[src/hw/rtl/scoc_pkg.sv]
`timescale 1ns / 1ps

package scoc_pkg;

    // One input beat: one byte of the algorithm identifier.
    typedef struct packed {
        logic [7:0] oid_byte;
        logic       last_byte;
    } t_in_beat;

    // One result beat.
    typedef struct packed {
        logic       recognized;
        logic [3:0] curve_code;
    } t_out_beat;

    // Which key algorithm OID was found at offset 2.
    typedef enum logic [1:0] {
        KB_NONE  = 2'd0,
        KB_ECPK  = 2'd1,
        KB_G2012 = 2'd2,
        KB_G2001 = 2'd3
    } t_key_branch;

    // Curve codes.
    localparam logic [3:0] CURVE_P256      = 4'd0;
    localparam logic [3:0] CURVE_P384      = 4'd1;
    localparam logic [3:0] CURVE_P521      = 4'd2;
    localparam logic [3:0] CURVE_SM2       = 4'd3;
    localparam logic [3:0] CURVE_X25519    = 4'd4;
    localparam logic [3:0] CURVE_X448      = 4'd5;
    localparam logic [3:0] CURVE_GOSTA     = 4'd6;
    localparam logic [3:0] CURVE_GOSTXCHA  = 4'd7;
    localparam logic [3:0] CURVE_GOST2012A = 4'd8;
    localparam logic [3:0] CURVE_GOSTTEST  = 4'd9;

    // Fixed pattern ids (bit positions in the prefix match flags).
    localparam int NUM_PAT   = 9;
    localparam int PAT_ED448 = 0;
    localparam int PAT_ED255 = 1;
    localparam int PAT_ECPK  = 2;
    localparam int PAT_P256  = 3;
    localparam int PAT_P384  = 4;
    localparam int PAT_P521  = 5;
    localparam int PAT_SM2   = 6;
    localparam int PAT_G2012 = 7;
    localparam int PAT_G2001 = 8;

    localparam int NUM_CAND = 5;

    // Element walk starts right after the two-byte sequence header.
    localparam logic [4:0] G2012_LIST_START = 5'd14;
    localparam logic [4:0] G2001_LIST_START = 5'd12;

    // Total identifier lengths for the fixed forms.
    localparam logic [4:0] LEN_ED     = 5'd7;
    localparam logic [4:0] LEN_EC_LONG  = 5'd21;
    localparam logic [4:0] LEN_EC_SHORT = 5'd18;

    function automatic logic [4:0] pat_off(input logic [3:0] id);
        unique case (id)
            PAT_ED448, PAT_ED255:                 pat_off = 5'd0;
            PAT_ECPK, PAT_G2012, PAT_G2001:       pat_off = 5'd2;
            PAT_P256, PAT_P384, PAT_P521, PAT_SM2: pat_off = 5'd11;
            default:                              pat_off = 5'd0;
        endcase
    endfunction

    function automatic logic [4:0] pat_len(input logic [3:0] id);
        unique case (id)
            PAT_ED448, PAT_ED255, PAT_P384, PAT_P521: pat_len = 5'd7;
            PAT_ECPK:                                 pat_len = 5'd9;
            PAT_P256, PAT_SM2, PAT_G2012:             pat_len = 5'd10;
            PAT_G2001:                                pat_len = 5'd8;
            default:                                  pat_len = 5'd0;
        endcase
    endfunction

    function automatic logic [7:0] pat_byte(input logic [3:0] id, input logic [3:0] k);
        logic [7:0] p [10];
        p = '{8'h00, 8'h00, 8'h00, 8'h00, 8'h00, 8'h00, 8'h00, 8'h00, 8'h00, 8'h00};
        unique case (id)
            PAT_ED448: p = '{8'h30, 8'h05, 8'h06, 8'h03, 8'h2b, 8'h65, 8'h71, 8'h00, 8'h00, 8'h00};
            PAT_ED255: p = '{8'h30, 8'h05, 8'h06, 8'h03, 8'h2b, 8'h65, 8'h70, 8'h00, 8'h00, 8'h00};
            PAT_ECPK:  p = '{8'h06, 8'h07, 8'h2a, 8'h86, 8'h48, 8'hce, 8'h3d, 8'h02, 8'h01, 8'h00};
            PAT_P256:  p = '{8'h06, 8'h08, 8'h2a, 8'h86, 8'h48, 8'hce, 8'h3d, 8'h03, 8'h01, 8'h07};
            PAT_P384:  p = '{8'h06, 8'h05, 8'h2b, 8'h81, 8'h04, 8'h00, 8'h22, 8'h00, 8'h00, 8'h00};
            PAT_P521:  p = '{8'h06, 8'h05, 8'h2b, 8'h81, 8'h04, 8'h00, 8'h23, 8'h00, 8'h00, 8'h00};
            PAT_SM2:   p = '{8'h06, 8'h08, 8'h2a, 8'h81, 8'h1c, 8'hcf, 8'h55, 8'h01, 8'h82, 8'h2d};
            PAT_G2012: p = '{8'h06, 8'h08, 8'h2a, 8'h85, 8'h03, 8'h07, 8'h01, 8'h01, 8'h01, 8'h01};
            PAT_G2001: p = '{8'h06, 8'h06, 8'h2a, 8'h85, 8'h03, 8'h02, 8'h02, 8'h13, 8'h00, 8'h00};
            default: ;
        endcase
        pat_byte = (k < 4'd10) ? p[k] : 8'h00;
    endfunction

    function automatic logic [3:0] cand_len(input logic [2:0] id);
        cand_len = (id == 3'd3) ? 4'd11 : 4'd9;
    endfunction

    function automatic logic [3:0] cand_code(input logic [2:0] id);
        unique case (id)
            3'd0, 3'd1: cand_code = CURVE_GOSTA;
            3'd2:       cand_code = CURVE_GOSTXCHA;
            3'd3:       cand_code = CURVE_GOST2012A;
            3'd4:       cand_code = CURVE_GOSTTEST;
            default:    cand_code = CURVE_P256;
        endcase
    endfunction

    function automatic logic [7:0] cand_byte(input logic [2:0] id, input logic [3:0] k);
        logic [7:0] p [11];
        p = '{8'h06, 8'h07, 8'h2a, 8'h85, 8'h03, 8'h02, 8'h02, 8'h23, 8'h01, 8'h00, 8'h00};
        unique case (id)
            3'd0: p = '{8'h06, 8'h07, 8'h2a, 8'h85, 8'h03, 8'h02, 8'h02, 8'h23, 8'h01,
                        8'h00, 8'h00};
            3'd1: p = '{8'h06, 8'h07, 8'h2a, 8'h85, 8'h03, 8'h02, 8'h02, 8'h1f, 8'h01,
                        8'h00, 8'h00};
            3'd2: p = '{8'h06, 8'h07, 8'h2a, 8'h85, 8'h03, 8'h02, 8'h02, 8'h24, 8'h00,
                        8'h00, 8'h00};
            3'd3: p = '{8'h06, 8'h09, 8'h2a, 8'h85, 8'h03, 8'h07, 8'h01, 8'h02, 8'h01,
                        8'h01, 8'h01};
            3'd4: p = '{8'h06, 8'h07, 8'h2a, 8'h85, 8'h03, 8'h02, 8'h02, 8'h23, 8'h00,
                        8'h00, 8'h00};
            default: ;
        endcase
        cand_byte = (k < 4'd11) ? p[k] : 8'h00;
    endfunction

endpackage

[src/hw/rtl/spki_curve_oid_classifier.sv]
`timescale 1ns / 1ps

// Curve classifier for the DER bytes of a public-key algorithm identifier.
// Feed one byte per input beat and mark the final byte with last_byte; the
// block returns exactly one result beat per identifier, on its last byte,
// and nothing for the other bytes. It recognizes the seven-byte Ed448 and
// Ed25519 forms, ecPublicKey followed by exactly one of secp256r1,
// secp384r1, secp521r1 or sm2p256v1, and the two GOST key OIDs, whose
// parameter-set list is walked element by element by its length bytes;
// the first element that equals a known parameter set names the curve.
// A walk that runs past the end, a cut-short element, or an identifier
// longer than MAX_OID_BYTES gives recognized = 0 and curve_code = 0.
// Throughput is one byte per clock: every byte is handled by constant
// compares and a few small counters between the input register and the
// result register. A byte that is not last always moves on; a last byte
// waits only while the result register is full and held by i_out_stall.
// The verdict on the held last byte is loaded into the result register.
// Per-identifier state clears itself after each last byte; no clearing
// pass is needed after reset.
module spki_curve_oid_classifier #(
    parameter int MAX_OID_BYTES = 255
) (
    input  logic                 i_clk,
    input  logic                 i_rst_n,
    input  logic                 i_in_valid,
    output logic                 o_in_stall,
    input  scoc_pkg::t_in_beat   i_in_data,
    output logic                 o_out_valid,
    input  logic                 i_out_stall,
    output scoc_pkg::t_out_beat  o_out_data
);
    import scoc_pkg::*;

    // Byte counter saturates at MAX_OID_BYTES + 1.
    localparam int PW = $clog2(MAX_OID_BYTES + 2);
    // Element offsets can reach the saturated position plus a header and 255 bytes.
    localparam int EW = $clog2(MAX_OID_BYTES + 260);

    // Input register and result register.
    logic       r_in_valid;
    t_in_beat   r_in;
    logic       r_out_valid;
    t_out_beat  r_out;
    t_out_beat  n_out;

    // Per-identifier state.
    logic [PW-1:0]       r_pos, n_pos;
    logic [NUM_PAT-1:0]  r_flags, n_flags;
    t_key_branch         r_kb, n_kb;
    logic [EW-1:0]       r_es, n_es;
    logic [EW-1:0]       r_en, n_en;
    logic [NUM_CAND-1:0] r_cand, n_cand;
    logic                r_found, n_found;
    logic [3:0]          r_fc, n_fc;

    logic out_free;
    logic advance;

    // Move the held byte on when it makes no result, or when the result
    // register is empty or being drained this cycle.
    assign out_free   = !r_out_valid || !i_out_stall;
    assign advance    = r_in_valid && (!r_in.last_byte || out_free);
    assign o_in_stall = r_in_valid && !advance;

    assign o_out_valid = r_out_valid;
    assign o_out_data  = r_out;

    // Byte classification: pattern flags, key branch, element walk, verdict.
    always_comb begin
        logic [PW-1:0]  pos;
        logic [PW-1:0]  rel;
        logic [7:0]     b;
        logic [EW-1:0]  epos;
        logic [EW-1:0]  k;
        logic [PW:0]    len;
        logic           hit;
        logic           walk;

        pos  = r_pos;
        b    = r_in.oid_byte;
        epos = EW'(r_pos);
        k    = '0;
        rel  = '0;
        hit  = 1'b0;

        n_pos   = r_pos;
        n_flags = r_flags;
        n_kb    = r_kb;
        n_es    = r_es;
        n_en    = r_en;
        n_cand  = r_cand;
        n_found = r_found;
        n_fc    = r_fc;
        n_out   = '0;

        if (r_pos <= PW'(MAX_OID_BYTES)) begin
            n_pos = r_pos + PW'(1);
        end

        // Drop any fixed pattern that disagrees with this byte.
        for (int j = 0; j < NUM_PAT; j++) begin
            if (pos >= PW'(pat_off(4'(j))) &&
                pos <  PW'(pat_off(4'(j)) + pat_len(4'(j)))) begin
                rel = pos - PW'(pat_off(4'(j)));
                if (pat_byte(4'(j), rel[3:0]) != b) begin
                    n_flags[j] = 1'b0;
                end
            end
        end

        // Key OID completes on its last byte.
        if (pos == PW'(pat_off(4'(PAT_ECPK)) + pat_len(4'(PAT_ECPK)) - 5'd1) &&
            n_flags[PAT_ECPK]) begin
            n_kb = KB_ECPK;
        end
        if (pos == PW'(pat_off(4'(PAT_G2012)) + pat_len(4'(PAT_G2012)) - 5'd1) &&
            n_flags[PAT_G2012]) begin
            n_kb = KB_G2012;
            n_en = EW'(G2012_LIST_START);
        end
        if (pos == PW'(pat_off(4'(PAT_G2001)) + pat_len(4'(PAT_G2001)) - 5'd1) &&
            n_flags[PAT_G2001]) begin
            n_kb = KB_G2001;
            n_en = EW'(G2001_LIST_START);
        end

        walk = (n_kb == KB_G2012 && pos >= PW'(G2012_LIST_START)) ||
               (n_kb == KB_G2001 && pos >= PW'(G2001_LIST_START));

        // Parameter-set walk; once a set has matched, later bytes are ignored.
        if (walk && !r_found) begin
            if (epos == n_en) begin
                n_es   = epos;
                n_cand = (n_kb == KB_G2012) ? 5'h1f : 5'h0f;
            end
            if (epos >= n_es) begin
                k = epos - n_es;
                if (k == EW'(1)) begin
                    n_en = n_es + EW'(2) + EW'(b);
                end
                for (int i = 0; i < NUM_CAND; i++) begin
                    if (!hit && n_cand[i]) begin
                        if (k >= EW'(cand_len(3'(i))) ||
                            cand_byte(3'(i), k[3:0]) != b) begin
                            n_cand[i] = 1'b0;
                        end else if (k == EW'(cand_len(3'(i)) - 4'd1)) begin
                            hit     = 1'b1;
                            n_found = 1'b1;
                            n_fc    = cand_code(3'(i));
                        end
                    end
                end
            end
        end

        // Verdict on the last byte.
        len = (PW+1)'(n_pos);
        if (len <= (PW+1)'(MAX_OID_BYTES)) begin
            if (len == (PW+1)'(LEN_ED) && n_flags[PAT_ED448]) begin
                n_out = '{recognized: 1'b1, curve_code: CURVE_X448};
            end else if (len == (PW+1)'(LEN_ED) && n_flags[PAT_ED255]) begin
                n_out = '{recognized: 1'b1, curve_code: CURVE_X25519};
            end else if (n_kb == KB_ECPK) begin
                if (len == (PW+1)'(LEN_EC_LONG) && n_flags[PAT_P256]) begin
                    n_out = '{recognized: 1'b1, curve_code: CURVE_P256};
                end else if (len == (PW+1)'(LEN_EC_SHORT) && n_flags[PAT_P384]) begin
                    n_out = '{recognized: 1'b1, curve_code: CURVE_P384};
                end else if (len == (PW+1)'(LEN_EC_SHORT) && n_flags[PAT_P521]) begin
                    n_out = '{recognized: 1'b1, curve_code: CURVE_P521};
                end else if (len == (PW+1)'(LEN_EC_LONG) && n_flags[PAT_SM2]) begin
                    n_out = '{recognized: 1'b1, curve_code: CURVE_SM2};
                end
            end else if ((n_kb == KB_G2012 || n_kb == KB_G2001) && n_found) begin
                n_out = '{recognized: 1'b1, curve_code: n_fc};
            end
        end
    end

    // Input register: take a new beat when empty or when the held one moves on.
    always_ff @(posedge i_clk) begin
        if (!i_rst_n) begin
            r_in_valid <= 1'b0;
        end else if (i_in_valid && !o_in_stall) begin
            r_in_valid <= 1'b1;
        end else if (advance) begin
            r_in_valid <= 1'b0;
        end
    end

    always_ff @(posedge i_clk) begin
        if (i_in_valid && !o_in_stall) begin
            r_in <= i_in_data;
        end
    end

    // Result register: load on a last byte, drop when taken downstream.
    always_ff @(posedge i_clk) begin
        if (!i_rst_n) begin
            r_out_valid <= 1'b0;
        end else if (advance && r_in.last_byte) begin
            r_out_valid <= 1'b1;
        end else if (!i_out_stall) begin
            r_out_valid <= 1'b0;
        end
    end

    always_ff @(posedge i_clk) begin
        if (advance && r_in.last_byte) begin
            r_out <= n_out;
        end
    end

    // Per-identifier state: advance on each byte, clear after the last one.
    always_ff @(posedge i_clk) begin
        if (!i_rst_n || (advance && r_in.last_byte)) begin
            r_pos   <= '0;
            r_flags <= '1;
            r_kb    <= KB_NONE;
            r_es    <= '0;
            r_en    <= '0;
            r_cand  <= '1;
            r_found <= 1'b0;
            r_fc    <= '0;
        end else if (advance) begin
            r_pos   <= n_pos;
            r_flags <= n_flags;
            r_kb    <= n_kb;
            r_es    <= n_es;
            r_en    <= n_en;
            r_cand  <= n_cand;
            r_found <= n_found;
            r_fc    <= n_fc;
        end
    end

`ifndef SYNTH
    a_unrec_code_zero: assert property (@(posedge i_clk) disable iff (!i_rst_n)
        (o_out_valid && !o_out_data.recognized) |-> (o_out_data.curve_code == 4'd0))
        else $error("unrecognized result carries a nonzero curve code");

    a_code_range: assert property (@(posedge i_clk) disable iff (!i_rst_n)
        o_out_valid |-> (o_out_data.curve_code <= CURVE_GOSTTEST))
        else $error("curve code out of range");

    a_found_needs_gost: assert property (@(posedge i_clk) disable iff (!i_rst_n)
        r_found |-> (r_kb == KB_G2012 || r_kb == KB_G2001))
        else $error("parameter set matched outside a GOST key branch");

    a_clear_after_last: assert property (@(posedge i_clk) disable iff (!i_rst_n)
        (advance && r_in.last_byte) |=> (r_pos == '0 && r_kb == KB_NONE && !r_found))
        else $error("identifier state not cleared after last byte");

    a_test_set_2012: assert property (@(posedge i_clk) disable iff (!i_rst_n)
        (r_found && r_fc == CURVE_GOSTTEST) |-> (r_kb == KB_G2012))
        else $error("test parameter set matched under the 2001 key");
`endif

endmodule
[config.mk]
export PLATFORM = sky130hd
export DESIGN_NAME = spki_curve_oid_classifier
export DESIGN_NICKNAME = d
export VERILOG_FILES = /design/src/hw/rtl/scoc_pkg.sv /design/src/hw/rtl/spki_curve_oid_classifier.sv
export SDC_FILE = /design/constraint.sdc
export NUM_CORES = 1
export LEC_CHECK = 0
export BUFFER_PORTS_ARGS = -buffer_cell sky130_fd_sc_hd__clkbuf_2
export CORE_MARGIN = 5
export CORE_UTILIZATION = 35
export CTS_BUF_LIST = sky130_fd_sc_hd__clkbuf_4 sky130_fd_sc_hd__clkbuf_8
export DETAILED_ROUTE_END_ITERATION = 7
export GPL_TIMING_DRIVEN = 1
export PLACE_DENSITY = 0.55
export SYNTH_ARGS = -nofsm -noshare
export SYNTH_HDL_FRONTEND = slang
export SYNTH_SLANG_ARGS = --single-unit
export TNS_END_PERCENT = 20
[constraint.sdc]
create_clock -name i_clk -period 15.5 [get_ports i_clk]
set_clock_uncertainty 0.15 [all_clocks]
set_input_delay 4.65 -clock i_clk [delete_from_list [all_inputs] [get_ports i_clk]]
set_output_delay 4.65 -clock i_clk [all_outputs]
set_load 0.03 [all_outputs]
==> impl_summary.log <==
INFO  metric status = completed
INFO  metric ys_types = 86
INFO  metric drtPass1Iterations = 5
INFO  metric post-route-min-period = 10,060 ps
INFO  metric required = 10,700 ps
INFO  metric drt_first_iter_violations = 603
INFO  metric yosysWarningCount = 0
INFO  metric worst-slew-pin-transition = 1130 ps
INFO  metric cts_sinks = 66
INFO  metric global_route_wire_length_before_repair = 34,400 um
INFO  metric initial_core_util = 35.6%
INFO  metric htree_num_levels = 3
INFO  metric yosysMostFrequentCell = nor2_1
INFO  metric crit_path_start_kind = input pin
INFO  metric setup_viol_count_final = 0
INFO  metric syn_area = 0.00693 sq mm
INFO  metric seq_area_frac_synth = 21.1%
INFO  metric place_ws = 5440 ps
INFO  metric gpl.final_weighted_congestion = 0.892
INFO  metric final_hold_viol_count = 0
INFO  metric drt-wirelength-per-cell = 18.2 um
INFO  metric power.leakage = 2.89 nW
INFO  metric syn_area_per_cell = 7.46 sq um
INFO  metric clk-insertion-delay-late = 370 ps
INFO  metric place.port_buffers = 19
INFO  metric timing_max_transition_violations_final = 0
INFO  metric maximum_clock_frequency = 99.4 MHz
INFO  metric largest_net_degree_at_the_start_of_global_routing = 44
INFO  metric async_reset_ff_share = 0%
INFO  metric drt_drc_violations_left = 0
INFO  metric netlist_instances = 929
INFO  metric synthToLayoutAreaGrowth = 7.01%
INFO  metric finalWirelength = 21,500 um
INFO  metric grt_setup_unrepaired = no
INFO  metric cts_repair_resize_count = 0
INFO  metric max_slew_margin = 24.7%
INFO  metric number_of_enable_flip_flop_cells_after_synthesis = 14
INFO  metric clkSlewWorstSetupHoldPaths = 90 ps
INFO  metric io_pins = 20
INFO  metric yosys-top-cells-area = dfxtp_1, ha_1, edfxtp_1
INFO  metric setup-tns-final = 0 ps
INFO  metric timing.setup.critical_path_class = in2out
INFO  metric worst_ir_drop_vdd = 54.6 uV
INFO  metric critical_path_arrival = 5260 ps
INFO  metric tritoncts = built
INFO  metric final.hold.worst_slack = 309 ps
INFO  metric worst_slack = 5440 ps
INFO  metric critPathCaptureType = primary output
INFO  metric overflow = 0
INFO  metric ant_nets = 0
INFO  metric fraction_of_layout_cells_with_a_size_suffix_above_1 = 8.95%
INFO  metric synth_nets = 987
INFO  metric vias_per_cell = 5.73
INFO  metric grt_pass1_vias = 6,277
INFO  metric die_x = 151 um
INFO  metric grt_usage = 19.2%
INFO  metric synth_top_area_share = 15.0%
INFO  metric dpl_cell_area = 0.00719 sq mm
INFO  metric design.final.nets = 969
INFO  metric n_antenna_cell = 0
INFO  metric antenna_found_initial = 0
INFO  metric maxCapViolations = 0
INFO  metric row_count = 51
INFO  metric fillCellCount = 2,042
INFO  metric dp_hpwl = 15,500 um
INFO  metric postCtsSetupBuffers = 0
INFO  metric die_y = 151 um
INFO  metric biggest_fanout_along_the_worst_timing_path = 3
INFO  metric clockBufferDepth = 2
INFO  metric coreArea = 0.0195 sq mm
INFO  metric die-area = 0.0227 sq mm
INFO  metric post-route-period-util = 64.9%
INFO  metric yosys-top-cells-count = nor2_1, nand2_1, a21oi_1
INFO  metric cts.root.buffer_cell = clkbuf_8
INFO  metric hold_buffers = 0
INFO  metric synth_seq_cells = 66
INFO  metric vias = 6,773
INFO  metric cell_type_contributing_the_most_total_cell_area_after_synthesis = dfxtp_1
INFO  metric cts-buffers-inserted = 9
INFO  metric final_design_area_no_fill = 0.00741 sq mm
INFO  metric synth_top_flop_cell = dfxtp_1
INFO  metric p_per_area = 70.6 mW/mm^2
INFO  metric worst_hold_path_type = reg2reg
critical path: stages:
cell and delay [ps]:
clkbuf_2 90, nand3_1 100, nor2_1 180, clkbuf_2 240
where the power goes:
group	total [W]	internal (W)	switching, W	leakage, nW
Sequential	0.000183	0.000179	0.00000408	0.553
Combinational	0.000169	0.0000609	0.000108	2.24
Clock	0.000171	0.0000919	0.0000793	0.106
metrics by stage:
step	util (%)	total power (W)	cells
after global placement	36.9	0.000352	1165
after detailed placement	36.9	0.000352	1165
final	38.1	0.000523	1181
after CTS	38.1	0.000524	1181
after global routing	38.1	0.000552	1181
after floorplan	-	0.000316	929
state kept, by name, summed over array words and instances (netlist names), 2 cells and up:
name and count:
r_es 10, r_kb 2, r_cand 5, r_flags 9, r_fc 4, o_out_data 5
r_pos 9, r_en 10, r_in 9
worst paths after layout:
path,slack (ps),cells after the start,endpoint,start
setup / recovery,5440,4,o_in_stall,i_out_stall
hold / removal,310,2,r_flags[0],r_flags[0]
setup reg to reg,5600,26,o_out_data[3],r_pos[2]
hold reg to reg,310,2,r_flags[0],r_flags[0]
layout by cell type, fill, tap and decap left out, types with 14 or more instances in the layout:
cell type | synthesis | layout
a21oi_1 | 61 | 61
buf_4 | 3 | 14
clkbuf_2 | 1 | 19
dfxtp_1 | 52 | 52
edfxtp_1 | 14 | 14
ha_1 | 44 | 44
inv_1 | 41 | 41
mux2i_1 | 18 | 18
nand2_1 | 82 | 82
nand2b_1 | 14 | 14
nand3_1 | 31 | 31
nor2_1 | 102 | 102
nor2b_1 | 18 | 18
nor3_1 | 31 | 31
o21ai_0 | 48 | 48
xnor2_1 | 37 | 37
xor2_1 | 24 | 24
per-layer routing:
metal  part of all wire (%)  global-route usage (%)
met2                     46                    31.5
met4                    1.9                    5.44
met3                    5.3                    2.32
met5                      0                       0
met1                     47                    26.7
area by class of cell:
cell class	count	area, sq um	area share, %
multi-input combinational	758	5030	67.9
sequential	66	1460	19.7
tap	265	332	4.47
timing repair buffer	33	200	2.70
inverter	43	161	2.18
clock buffer	9	124	1.67
clock inverter	7	101	1.37
logic make-up (layout without fill, tap and decap cells):
logic type / Yosys count / count (layout) / share of synthesized area (%)
buffers and inverters: 105 / 92 / 6.25
DFF: 66 / 66 / 21.1
xor gates and xnor gates: 63 / 63 / 8.18
adders and majority gates: 45 / 45 / 8.24
muxes: 26 / 26 / 3.90
AOI/OAI and AO/OA: 261 / 261 / 26.5
and+or+nand+nor: 363 / 363 / 25.9
Power figures use the tool's default switching activity.
